## src/rtl/jstv_pkg.sv

```systemverilog
// ----------------------------------------------------------------------------
// jstv_pkg
// Shared types and constants of the JSON stream tokenizer/validator.
// ----------------------------------------------------------------------------
package jstv_pkg;

  localparam int STACK_DEPTH = 16;
  localparam int LVL_W = $clog2(STACK_DEPTH + 1);
  localparam int PTR_W = (STACK_DEPTH > 1) ? $clog2(STACK_DEPTH) : 1;
  localparam int MAX_RES = 3;
  localparam int CNT_W = 2;

  typedef enum logic [3:0] {
    EV_OPEN_ARR = 4'd0,
    EV_OPEN_OBJ = 4'd1,
    EV_CLOSE    = 4'd2,
    EV_STR_BYTE = 4'd3,
    EV_STR_END  = 4'd4,
    EV_NUMBER   = 4'd5,
    EV_TRUE     = 4'd6,
    EV_FALSE    = 4'd7,
    EV_NULL     = 4'd8,
    EV_ERROR    = 4'd9,
    EV_DOC_END  = 4'd10
  } event_t;

  typedef enum logic [2:0] {
    PS_EMPTY  = 3'd0,
    PS_VALUE  = 3'd1,
    PS_ARRAY  = 3'd2,
    PS_OBJKEY = 3'd3,
    PS_OBJVAL = 3'd4,
    PS_BAD    = 3'd5
  } pstate_t;

  typedef enum logic [2:0] {
    COL_COMMA = 3'd0,
    COL_STR   = 3'd1,
    COL_INT   = 3'd2,
    COL_ARR   = 3'd3,
    COL_OBJ   = 3'd4
  } col_t;

  typedef enum logic [3:0] {
    LX_IDLE  = 4'd0,
    LX_STR   = 4'd1,
    LX_ESC   = 4'd2,
    LX_NUM   = 4'd3,
    LX_LIT   = 4'd4,
    LX_SLASH = 4'd5,
    LX_LINE  = 4'd6,
    LX_BLOCK = 4'd7,
    LX_STAR  = 4'd8
  } lexmode_t;

  typedef struct packed {
    logic [3:0]  kind;
    logic [7:0]  ch;
    logic        key;
    logic [31:0] num;
    logic [4:0]  level;
  } res_t;

  function automatic logic [2:0] next_state(input logic [2:0] ps, input col_t col);
    logic [2:0] r;
    r = PS_BAD;
    case (ps)
      PS_EMPTY, PS_ARRAY: begin
        case (col)
          COL_STR, COL_INT: r = PS_VALUE;
          COL_ARR: r = PS_ARRAY;
          COL_OBJ: r = PS_OBJKEY;
          default: r = PS_BAD;
        endcase
      end
      PS_VALUE: r = (col == COL_COMMA) ? 3'(PS_EMPTY) : 3'(PS_BAD);
      PS_OBJKEY: begin
        case (col)
          COL_COMMA, COL_OBJ: r = PS_OBJKEY;
          COL_STR: r = PS_OBJVAL;
          default: r = PS_BAD;
        endcase
      end
      PS_OBJVAL: begin
        case (col)
          COL_STR, COL_INT, COL_OBJ: r = PS_OBJKEY;
          COL_ARR: r = PS_ARRAY;
          default: r = PS_BAD;
        endcase
      end
      default: r = PS_BAD;
    endcase
    return r;
  endfunction

  // lowercase letter of literal sel at position pos; zero where none
  function automatic logic [7:0] lit_char(input logic [1:0] sel, input logic [2:0] pos);
    logic [7:0] r;
    r = 8'h00;
    case (sel)
      2'd0: begin
        case (pos)
          3'd0: r = "t";
          3'd1: r = "r";
          3'd2: r = "u";
          3'd3: r = "e";
          default: r = 8'h00;
        endcase
      end
      2'd1: begin
        case (pos)
          3'd0: r = "f";
          3'd1: r = "a";
          3'd2: r = "l";
          3'd3: r = "s";
          3'd4: r = "e";
          default: r = 8'h00;
        endcase
      end
      2'd2: begin
        case (pos)
          3'd0: r = "n";
          3'd1: r = "u";
          3'd2: r = "l";
          3'd3: r = "l";
          default: r = 8'h00;
        endcase
      end
      default: r = 8'h00;
    endcase
    return r;
  endfunction

  function automatic logic [2:0] lit_len(input logic [1:0] sel);
    logic [2:0] r;
    case (sel)
      2'd0: r = 3'd4;
      2'd1: r = 3'd5;
      2'd2: r = 3'd4;
      default: r = 3'd0;
    endcase
    return r;
  endfunction

endpackage

```

## src/rtl/json_stream_tokenizer_validator_top.sv

```systemverilog
// ----------------------------------------------------------------------------
// json_stream_tokenizer_validator_top
// Byte-wide JSON tokenizer with bracket stack and syntax check.
// ----------------------------------------------------------------------------
// channel  dir  tdata                          tuser  tlast
// s_axis   in   [7:0] data_byte                -      end_of_document
// m_axis   out  kind,char,key,number,level     -      last
//
// One byte is taken per clock. Each byte is decoded into up to three events
// in a result buffer that drains one event per clock while m_axis_tready is
// high; a byte that makes one event or none keeps full rate. s_axis_tready
// drops only while the buffer holds events that will not drain this cycle.
// Reset (rst, synchronous) returns the parser to its empty state. The state
// stack has no reset; only entries below the level are read.
// ----------------------------------------------------------------------------
module json_stream_tokenizer_validator_top (
  input  logic        clk,
  input  logic        rst,
  input  logic        s_axis_tvalid,
  output logic        s_axis_tready,
  input  logic [7:0]  s_axis_tdata,   // [7:0] data_byte
  input  logic        s_axis_tlast,   // end_of_document
  output logic        m_axis_tvalid,
  input  logic        m_axis_tready,
  output logic [55:0] m_axis_tdata,   // [3:0] event_kind, [11:4] char_value,
                                      // [12] is_key, [44:13] number_value,
                                      // [49:45] nesting_level, [55:50] zero
  output logic        m_axis_tlast    // last
);

  localparam int LVL_W = jstv_pkg::LVL_W;

  logic [2:0]        parse_state;
  logic [2:0]        state_stack [jstv_pkg::STACK_DEPTH];
  logic [LVL_W-1:0]  stack_level;
  logic [3:0]        lexer_mode;
  logic [31:0]       number_accum;
  logic              number_negative;
  logic [1:0]        literal_select;
  logic [2:0]        literal_position;
  logic              error_latched;

  // result buffer: up to three events, head at index 0
  jstv_pkg::res_t       buf_q [jstv_pkg::MAX_RES];
  logic [jstv_pkg::CNT_W-1:0] buf_cnt;

  // next-state values
  logic [2:0]        ps_n;
  logic [LVL_W-1:0]  lvl_n;
  logic [3:0]        lx_n;
  logic [31:0]       acc_n;
  logic              neg_n;
  logic [1:0]        sel_n;
  logic [2:0]        pos_n;
  logic              err_n;
  logic              push_en;
  logic [2:0]        push_val;
  jstv_pkg::res_t    ev [jstv_pkg::MAX_RES];
  logic [jstv_pkg::CNT_W-1:0] ev_cnt;

  logic accept;
  logic pop;

  assign pop = m_axis_tvalid && m_axis_tready;
  assign s_axis_tready = (buf_cnt == '0) ||
                         (buf_cnt == jstv_pkg::CNT_W'(1) && m_axis_tready);
  assign accept = s_axis_tvalid && s_axis_tready;

  logic [2:0] top_val;
  assign top_val = state_stack[jstv_pkg::PTR_W'(stack_level - LVL_W'(1))];

  always_comb begin
    logic [7:0]  c;
    logic        eod;
    logic        key;
    logic        restart;
    logic        had_err;
    logic        bad;
    logic [7:0]  lc;
    logic [7:0]  m;
    logic        esc_ok;
    logic [2:0]  nx;
    logic [35:0] prod;
    logic [31:0] nval;
    logic        ws;
    c = s_axis_tdata;
    eod = s_axis_tlast;
    ps_n = parse_state; lvl_n = stack_level; lx_n = lexer_mode;
    acc_n = number_accum; neg_n = number_negative; sel_n = literal_select;
    pos_n = literal_position; err_n = error_latched;
    push_en = 1'b0; push_val = '0;
    ev_cnt = '0;
    for (int i = 0; i < jstv_pkg::MAX_RES; i++) ev[i] = '0;
    key = (parse_state == jstv_pkg::PS_OBJKEY);
    restart = 1'b0;
    lc = (c >= "A" && c <= "Z") ? c + 8'd32 : c;
    m = 8'h00; esc_ok = 1'b1;
    nx = '0; prod = '0; nval = '0; bad = 1'b0;
    ws = (c == " ") || (c >= 8'd9 && c <= 8'd13);
    had_err = 1'b0;

    if (!error_latched) begin
      case (lexer_mode)
        jstv_pkg::LX_STR: begin
          if (c == "\\") lx_n = jstv_pkg::LX_ESC;
          else if (c == "\"") begin
            ev[0] = '{jstv_pkg::EV_STR_END, 8'h00, key, 32'h0, 5'(stack_level)};
            ev_cnt = 2'd1;
            ps_n = jstv_pkg::next_state(parse_state, jstv_pkg::COL_STR);
            lx_n = jstv_pkg::LX_IDLE;
          end else begin
            ev[0] = '{jstv_pkg::EV_STR_BYTE, c, key, 32'h0, 5'(stack_level)};
            ev_cnt = 2'd1;
          end
        end
        jstv_pkg::LX_ESC: begin
          case (c)
            "\"": m = 8'h22;
            "\\": m = 8'h5C;
            "/":  m = 8'h2F;
            "b":  m = 8'h08;
            "f":  m = 8'h0C;
            "n":  m = 8'h0A;
            "r":  m = 8'h0D;
            "t":  m = 8'h09;
            default: esc_ok = 1'b0;
          endcase
          if (!esc_ok) begin
            err_n = 1'b1; lx_n = jstv_pkg::LX_IDLE;
            ev[0] = '{jstv_pkg::EV_ERROR, 8'h00, 1'b0, 32'h0, 5'(stack_level)};
            ev_cnt = 2'd1;
          end else begin
            ev[0] = '{jstv_pkg::EV_STR_BYTE, m, key, 32'h0, 5'(stack_level)};
            ev_cnt = 2'd1;
            lx_n = jstv_pkg::LX_STR;
          end
        end
        jstv_pkg::LX_NUM: begin
          if (c >= "0" && c <= "9") begin
            prod = {number_accum, 3'b000} + {2'b00, number_accum, 1'b0}
                   + 36'(c - "0");
            acc_n = (prod > 36'h080000000) ? 32'h80000000 : prod[31:0];
          end else begin
            nval = number_negative ? (32'h0 - number_accum) :
                   (number_accum > 32'h7FFFFFFF ? 32'h7FFFFFFF : number_accum);
            ev[0] = '{jstv_pkg::EV_NUMBER, 8'h00, 1'b0, nval, 5'(stack_level)};
            ev_cnt = 2'd1;
            ps_n = jstv_pkg::next_state(parse_state, jstv_pkg::COL_INT);
            lx_n = jstv_pkg::LX_IDLE;
            restart = 1'b1;
          end
        end
        jstv_pkg::LX_LIT: begin
          if (literal_position >= jstv_pkg::lit_len(literal_select) ||
              lc != jstv_pkg::lit_char(literal_select, literal_position)) begin
            err_n = 1'b1; lx_n = jstv_pkg::LX_IDLE;
            ev[0] = '{jstv_pkg::EV_ERROR, 8'h00, 1'b0, 32'h0, 5'(stack_level)};
            ev_cnt = 2'd1;
          end else begin
            pos_n = literal_position + 3'd1;
            if (pos_n == jstv_pkg::lit_len(literal_select)) begin
              ev[0] = '{4'(jstv_pkg::EV_TRUE) + {2'b00, literal_select}, 8'h00,
                        1'b0, 32'h0, 5'(stack_level)};
              ev_cnt = 2'd1;
              ps_n = jstv_pkg::next_state(parse_state, jstv_pkg::COL_INT);
              lx_n = jstv_pkg::LX_IDLE;
            end
          end
        end
        jstv_pkg::LX_SLASH: begin
          if (c == "/") lx_n = jstv_pkg::LX_LINE;
          else if (c == "*") lx_n = jstv_pkg::LX_BLOCK;
          else begin
            err_n = 1'b1; lx_n = jstv_pkg::LX_IDLE;
            ev[0] = '{jstv_pkg::EV_ERROR, 8'h00, 1'b0, 32'h0, 5'(stack_level)};
            ev_cnt = 2'd1;
          end
        end
        jstv_pkg::LX_LINE: if (c == 8'h0A || c == 8'h0D) lx_n = jstv_pkg::LX_IDLE;
        jstv_pkg::LX_BLOCK: if (c == "*") lx_n = jstv_pkg::LX_STAR;
        jstv_pkg::LX_STAR: begin
          if (c == "/") lx_n = jstv_pkg::LX_IDLE;
          else if (c != "*") lx_n = jstv_pkg::LX_BLOCK;
        end
        default: begin
          lx_n = jstv_pkg::LX_IDLE;
          restart = 1'b1;
        end
      endcase

      // token start, possibly after a number ended on this byte
      if (restart && !ws) begin
        if (c == "\"") begin
          if (jstv_pkg::next_state(ps_n, jstv_pkg::COL_STR) == jstv_pkg::PS_BAD)
            bad = 1'b1;
          else lx_n = jstv_pkg::LX_STR;
        end else if (c == "-" || (c >= "0" && c <= "9")) begin
          if (jstv_pkg::next_state(ps_n, jstv_pkg::COL_INT) == jstv_pkg::PS_BAD)
            bad = 1'b1;
          else begin
            lx_n = jstv_pkg::LX_NUM;
            neg_n = (c == "-");
            acc_n = (c == "-") ? 32'h0 : 32'(c - "0");
          end
        end else if (c == "[" || c == "{") begin
          nx = jstv_pkg::next_state(ps_n, (c == "[") ? jstv_pkg::COL_ARR
                                                     : jstv_pkg::COL_OBJ);
          if (nx == jstv_pkg::PS_BAD || stack_level >= LVL_W'(jstv_pkg::STACK_DEPTH))
            bad = 1'b1;
          else begin
            push_en = 1'b1;
            push_val = jstv_pkg::next_state(ps_n, jstv_pkg::COL_STR);
            lvl_n = stack_level + LVL_W'(1);
            ps_n = nx;
            ev[ev_cnt] = '{(c == "[") ? jstv_pkg::EV_OPEN_ARR : jstv_pkg::EV_OPEN_OBJ,
                           8'h00, 1'b0, 32'h0, 5'(lvl_n)};
            ev_cnt = ev_cnt + 2'd1;
          end
        end else if (c == "]" || c == "}") begin
          if (stack_level == '0) bad = 1'b1;
          else begin
            lvl_n = stack_level - LVL_W'(1);
            ps_n = top_val;
            ev[ev_cnt] = '{jstv_pkg::EV_CLOSE, 8'h00, 1'b0, 32'h0, 5'(lvl_n)};
            ev_cnt = ev_cnt + 2'd1;
          end
        end else if (c == ":") begin
          if (ps_n != jstv_pkg::PS_OBJVAL) bad = 1'b1;
        end else if (c == ",") begin
          nx = jstv_pkg::next_state(ps_n, jstv_pkg::COL_COMMA);
          if (nx == jstv_pkg::PS_BAD) bad = 1'b1;
          else ps_n = nx;
        end else if (lc == "t" || lc == "f" || lc == "n") begin
          if (jstv_pkg::next_state(ps_n, jstv_pkg::COL_INT) == jstv_pkg::PS_BAD)
            bad = 1'b1;
          else begin
            sel_n = (lc == "t") ? 2'd0 : (lc == "f") ? 2'd1 : 2'd2;
            pos_n = 3'd1;
            lx_n = jstv_pkg::LX_LIT;
          end
        end else if (c == "/") begin
          lx_n = jstv_pkg::LX_SLASH;
        end else begin
          bad = 1'b1;
        end
        if (bad) begin
          err_n = 1'b1; lx_n = jstv_pkg::LX_IDLE;
          ev[ev_cnt] = '{jstv_pkg::EV_ERROR, 8'h00, 1'b0, 32'h0, 5'(stack_level)};
          ev_cnt = ev_cnt + 2'd1;
        end
      end
    end

    if (eod) begin
      had_err = err_n;
      bad = 1'b0;
      if (!had_err) begin
        if (lx_n == jstv_pkg::LX_NUM) begin
          nval = neg_n ? (32'h0 - acc_n) :
                 (acc_n > 32'h7FFFFFFF ? 32'h7FFFFFFF : acc_n);
          ev[ev_cnt] = '{jstv_pkg::EV_NUMBER, 8'h00, 1'b0, nval, 5'(lvl_n)};
          ev_cnt = ev_cnt + 2'd1;
        end else if (lx_n == jstv_pkg::LX_STR || lx_n == jstv_pkg::LX_ESC ||
                     lx_n == jstv_pkg::LX_LIT || lx_n == jstv_pkg::LX_SLASH)
          bad = 1'b1;
        if (lvl_n != '0) bad = 1'b1;
      end
      ev[ev_cnt] = '{(!had_err && bad) ? jstv_pkg::EV_ERROR : jstv_pkg::EV_DOC_END,
                     8'h00, 1'b0, 32'h0, 5'd0};
      ev_cnt = ev_cnt + 2'd1;
      ps_n = jstv_pkg::PS_EMPTY; lvl_n = '0; lx_n = jstv_pkg::LX_IDLE;
      acc_n = '0; neg_n = 1'b0; sel_n = '0; pos_n = '0; err_n = 1'b0;
    end
  end

  always_ff @(posedge clk) begin
    if (rst) begin
      parse_state <= jstv_pkg::PS_EMPTY;
      stack_level <= '0;
      lexer_mode <= jstv_pkg::LX_IDLE;
      number_accum <= '0;
      number_negative <= 1'b0;
      literal_select <= '0;
      literal_position <= '0;
      error_latched <= 1'b0;
    end else if (accept) begin
      parse_state <= ps_n;
      stack_level <= lvl_n;
      lexer_mode <= lx_n;
      number_accum <= acc_n;
      number_negative <= neg_n;
      literal_select <= sel_n;
      literal_position <= pos_n;
      error_latched <= err_n;
    end
  end

  always_ff @(posedge clk) begin
    if (accept && push_en)
      state_stack[jstv_pkg::PTR_W'(stack_level)] <= push_val;
  end

  // result buffer; accept only happens when it is empty or drains now
  always_ff @(posedge clk) begin
    if (rst) begin
      buf_cnt <= '0;
    end else if (accept) begin
      buf_cnt <= ev_cnt;
    end else if (pop) begin
      buf_cnt <= buf_cnt - 2'd1;
    end
  end

  always_ff @(posedge clk) begin
    if (accept) begin
      for (int i = 0; i < jstv_pkg::MAX_RES; i++) buf_q[i] <= ev[i];
    end else if (pop) begin
      buf_q[0] <= buf_q[1];
      buf_q[1] <= buf_q[2];
    end
  end

  assign m_axis_tvalid = (buf_cnt != '0);
  assign m_axis_tlast  = (buf_cnt == 2'd1);
  assign m_axis_tdata  = {6'b0, buf_q[0].level, buf_q[0].num, buf_q[0].key,
                          buf_q[0].ch, buf_q[0].kind};

`ifndef SYNTHESIS
  a_stack_bound: assert property (@(posedge clk) disable iff (rst)
    stack_level <= LVL_W'(jstv_pkg::STACK_DEPTH))
    else $error("stack level beyond depth");
  a_cnt_bound: assert property (@(posedge clk) disable iff (rst)
    buf_cnt <= 2'd3)
    else $error("result count out of range");
  a_eod_clears: assert property (@(posedge clk) disable iff (rst)
    accept && s_axis_tlast |=> stack_level == '0 && !error_latched)
    else $error("state not cleared at end of document");
  a_no_accept_busy: assert property (@(posedge clk) disable iff (rst)
    buf_cnt > 2'd1 |-> !s_axis_tready)
    else $error("input taken while results pending");
`endif

endmodule

```

## config.mk

```make
export PLATFORM = sky130hd
export DESIGN_NAME = json_stream_tokenizer_validator_top
export DESIGN_NICKNAME = d
export VERILOG_FILES = /design/src/rtl/jstv_pkg.sv /design/src/rtl/json_stream_tokenizer_validator_top.sv
export SDC_FILE = /design/constraint.sdc
export NUM_CORES = 1
export LEC_CHECK = 0
export ABC_AREA = 1
export BUFFER_PORTS_ARGS = -buffer_cell sky130_fd_sc_hd__buf_2
export CAP_MARGIN = 30
export CORE_MARGIN = 5
export CORE_UTILIZATION = 58
export DETAILED_ROUTE_END_ITERATION = 7
export GPL_TIMING_DRIVEN = 0
export PLACE_DENSITY_LB_ADDON = 0.25
export SYNTH_ARGS = -nofsm -noshare
export SYNTH_HDL_FRONTEND = slang
export SYNTH_SLANG_ARGS = --single-unit
```

## constraint.sdc

```tcl
create_clock -name clk -period 6.21 [get_ports clk]
set_input_delay 0 -clock clk [delete_from_list [all_inputs] [get_ports clk]]
set_output_delay 0 -clock clk [all_outputs]
set_load 0.01 [all_outputs]
```

# == Word-level counts from Yosys, hierarchy flattened ==
# Memories as Yosys holds them, arrays and structs flattened.
# Cells that the tools add are included.
# Widths: inputs -> output; s select.
# word_totals
input_bits,13
reg_bits,53
mem_count,2
output_inout_bits,59
ramBits,198
# mem_list
name,depth,word_bits,read_ports,rd_clocked_by_memory_dff,write_ports,line,text
buf_q,3,50,3,0,3,json_stream_tokenizer_validator_top.sv:44,jstv_pkg::res_t buf_q [jstv_pkg::MAX_RES];
state_stack,16,3,1,0,1,json_stream_tokenizer_validator_top.sv:34,logic [2:0] state_stack [jstv_pkg::STACK_DEPTH];
# classes
n_reduce_logical,51
eq_ne,70
mux,279
add_sub_neg,16
n_lt_le_gt_ge,19
n_bitwise,6
# op_table
op,n
$mux 150,15
$bwmux 150,5
$mux 50,12
$mux 32,14
$demux 50 s2,4
$pmux 50 s5,1
$mux 3,75
$mux 49,3
$eq 8x7->1 const B,13
$mux 4,24
$gt 32x31->1 const B,2
$mux 2,32
$sub 1x32->32 const A,2
$mux 1,62
$eq 8x6->1 const B,7
$pmux 7 s8,1
$mux 5,9
$add 35x33->36,1
$add 36x36->36,1
$gt 36x32->1 const B,1
$pmux 3 s2,6
$pmux 3 s3,4
$pmux 7 s5,1
$pmux 4 s8,1
57 further kinds,145

# == Logic depth before layout (Yosys ltp) ==
# depth
depth_word,56
mapped_depth,41

# == Least setup slack after synthesis ==
# Ideal clock, no wire load.
# synth_timing
kind,input port to flip-flop
start,input s_axis_tdata[6]
end,"memory buf_q[0][11] in the netlist's numbering, data pin"
path_buffers,2
setup_time_ns,0.249
arrival_time_ns,5.598
required_time_ns,5.961
cell_stages,34
setup_slack_ns,0.363
cell_sequence,buf_4 -> nor2_4 -> inv_2 -> nor2_1 -> inv_1 -> fa_1 -> inv_1 -> ha_1 -> nand2_1 -> nor2_1 -> nand4_1 -> nor2_1 -> nand2_1 -> nand3_1 -> xor2_1 -> nand3_1 -> nor2_1 -> nand4_1 -> nand2_1 -> clkbuf_1 -> nand3_1 -> nand4_1 -> nand2_1 -> ha_1 -> nand2_1 -> nor2_1 -> nand2_1 -> nand2_1 -> o21ai_0 -> o21ai_0 -> nand2_1 -> nand4_1 -> nand2_1 -> inv_1
# synth_lines
element,line,text
"start, declared",json_stream_tokenizer_validator_top.sv:21,"input logic [7:0] s_axis_tdata,"
"end, declared",json_stream_tokenizer_validator_top.sv:44,

==> out/metrics.yaml <==
routing:
  wl_met1_mm: 27.9
  dr.max_layer_used: "met4"
  firstDrtPassIters: 6
  drt_drc_violations_left: 0
  routedWlPerCell_um: 19.8
  dr.first_iter.drc_count: 2530
  wl_met2_mm: 33.7
  vias_per_cell: 6.01
  ant_nets: 0
  routed_wl_mm: 71.8
  wl_met3_mm: 6.72
  via_count: 21780
yosys:
  yosys_warnings: 0
  yosysTopAreaCell: "edfxtp_1"
  synth-async-reset-ratio_pct: 0
  synth-xor-area-share_pct: 1.03
  ys_types: 66
  synth.top_cell.area_share_pct: 26.5
  synth-edff-count: 180
  synth_mux_area_share_pct: 0
  synth_cells: 3038
  synth_area_um2: 20400
  avgSynthCellArea_um2: 6.72
  synth_top_family_by_area: "simple AND/OR/NAND/NOR gates"
  yosys.area_share.simple_pct: 34.8
  synthAdderAreaFrac_pct: 7.51
  seq_area_frac_synth_pct: 31.7
  synth_seq_cells: 233
  yosysMostFrequentCell: "nand2_1"
  synth-compound-area-share_pct: 14.1
  synth_commonest_cells: "820 x nand2_1, 403 x nor2_1, 314 x inv_1"
  ys_dominant_reg_cell: "edfxtp_1"
  ys_top_cells_by_area: "edfxtp_1 26%, nand2_1 15%, nor2_1 7.4%"
critical_path:
  regToRegStartpoint: "literal_select[0]"
  path_class: "flip-flop to flip-flop"
  rr_endpoint: "buf_q[0][13]"
  crit_arrival_ps: 6100
  r2r_cells: 34
  critPathLaunchType: "flip-flop"
  crit_top_cell: "ha_1"
  required_ps: 6500
  max_stage_delay_ps: 400
  r2r_slack_ps: 400
  worst_path_max_delay_cell: "dfxtp_2"
  end_kind: "flip-flop"
  cp_max_fo: 10
final_layout:
  nets: 3267
  layoutNonFillerInstCount: 3623
  fillers: 3140
  area_growth_pct: 9.69
  final_area_um2: 22400
  diodes: 0
  drive_gt1_share_pct: 10.2
outcome:
  status: "completed"
die:
  core_um2: 34600
  start_util_pct: 59.0
  die-area_um2: 39100
  io_pins: 72
  std_cell_rows: 68
  die_y_um: 198
  die_x_um: 198
placement:
  dp_slack_ps: -336
  dp.cells: 3567
  dpl.hpwl_mm: 56.3
  portBuffers: 63
  dpl_cell_area_um2: 21400
  place_congestion: 0.986
sta:
  finalCriticalPeriod_ps: 5810
  tns_ps: 0
  worstMarginPinSlew_ps: 927
  fin_ws_ps: 396
  slew_violations: 0
  slew_headroom_pct: 38.2
  rsz0062_at_grt: "true"
  hold_violations: 0
  finClkSkew_ps: 31.8
  max_freq_mhz: 172
  finalSetupViolations: 0
  period_share_pct: 93.6
grt:
  grt-ovfl-total: 0
  grt_pass1_wl_mm: 110
  track_usage_pct: 35.2
  grt_pass1_vias: 20400
  grt_antenna_before_repair: 0
  grt_max_degree: 79
clocking:
  cts_buffer_depth: 3
  root_buffer: "clkbuf_16"
  clk_pin_slew_ps: 60
  cts_sinks: 233
  cts_tree: "built"
  insertion_delay_ps: 580
  htreeDepth: 1
  cts_buffers: 26
power:
  power_switching_share_pct: 39.8
  cellInternalPower_uw: 3820
  switchingPower_uw: 2520
  combPwrFrac_pct: 39.4
  pwr-share-seq_pct: 36.7
  clkPwrFrac_pct: 23.9
  vdd_drop_max_mv: 0.248
  p_leak_uw: 0.0100
  power.density_nw_per_um2: 283
  design_power_total_uw: 6340
worst_hold_path:
  hold_end: "literal_select[0]"
  hold_class: "input port to flip-flop"
  min_path_cells: 6
  hold_path_startpoint: "s_axis_tdata[7]"
job:
  cap_violations: 0
per-layer routing:
| layer | vias up | GRT usage [%] |
|---|---|---|
| met2 | 1226 | 59.6 |
| met3 | 255 | 5.82 |
| met5 | - | 0 |
| li1 | 10228 | - |
| met1 | 10071 | 44.9 |
| met4 | 0 | 14.8 |
layout make-up:
| type | instances | area (um^2) | area share [%] |
|---|---|---|---|
| Sequential cell | 233 | 6470 | 28.9 |
| Multi-Input combinational cell | 2303 | 11800 | 52.8 |
| Inverter | 334 | 1260 | 5.62 |
| Tap cell | 455 | 569 | 2.54 |
| Clock inverter | 17 | 161 | 0.720 |
| Timing Repair Buffer | 78 | 484 | 2.16 |
| Buffer | 174 | 973 | 4.34 |
| Clock buffer | 29 | 662 | 2.95 |
critical path, delay by kind of cell (launching register included):
family	cells	cell delay [ps]
flip-flops	1	400
adder cells (fa/ha/maj)	5	1330
AO/OA/AOI/OAI	7	1010
AND/OR/NAND/NOR	17	2210
buffers and inverters	5	550
state kept, by name, summed over array words and instances, names as in the netlist:
signal and cells:
number_negative 1, error_latched 1, buf_cnt 2, number_accum 32, literal_select 2, literal_position 3, buf_q 132, state_stack 48
parse_state 3, lexer_mode 4, stack_level 5
stage by stage:
step                      hold slack, ps  util, %
after floorplan                      122        -
after global placement               326     61.6
after detailed placement             355     61.9
after CTS                           23.2     64.5
after global routing                71.8     64.7
final                               31.2     64.7
worst max path at each step:
stage	from	end	cells after the start	slack [ps]
after floorplan	s_axis_tdata[6]	buf_q[0][11]	34	360
after global placement	s_axis_tdata[6]	buf_q[0][11]	36	-1600
after detailed placement	s_axis_tdata[6]	buf_q[0][11]	38	-340
after CTS	literal_select[0]	buf_q[0][14]	36	20
after global routing	literal_position[0]	buf_q[0][13]	36	-20
final	literal_select[0]	buf_q[0][13]	34	400
cell usage in the layout, fill, tap and decap left out, types with 9 or more instances in the layout:
cell type / count
nand2_1: 819
nor2_1: 397
inv_1: 312
a21oi_1: 240
nand3_1: 239
edfxtp_1: 180
o21ai_0: 132
buf_2: 82
clkbuf_1: 77
ha_1: 72
buf_4: 68
dfxtp_1: 52
nand4_1: 48
nor3_1: 44
o21ai_1: 41
fa_1: 31
nand2_2: 28
clkbuf_16: 26
inv_2: 19
nor2_2: 19
a22oi_1: 18
o211ai_1: 15
xor2_1: 14
a31oi_1: 14
nor2_4: 10
xnor2_1: 10
nor4_1: 10
a221oi_1: 9
logic make-up (layout without fill, tap and decap cells):
group                      after synthesis  after routing
and+or+nand+nor                       1650           1651
AOI/OAI and AO/OA                      518            518
buffers and inverters                  508            632
DFF                                    233            233
adders and majority gates              104            104
xor gates and xnor gates                24             24
other                                    1              6
timing repair:
| item | 4_1_cts | 5_1_grt |
|---|---|---|
| setup buffers | 0 | 1 |
| hold endpoints to repair | 7 | 0 |
| cloned | 0 | 1 |
| endpoints found under the setup margin | 30 | 122 |
| pin swaps | 0 | 2 |
| hold buffers | 8 | 0 |
| gates resized for setup | 3 | 20 |
power groups by stage:
stage / logic (uW) / registers (uW) / clock network [uW]
2_1_floorplan: 1610 / 2330 / 0
3_3_place_gp: 2310 / 2370 / 0
3_5_place_dp: 2410 / 2350 / 0
4_1_cts: 2430 / 2330 / 1510
5_1_grt: 2700 / 2350 / 1590
6_report: 2500 / 2330 / 1520
Power figures use the tool's default switching activity.
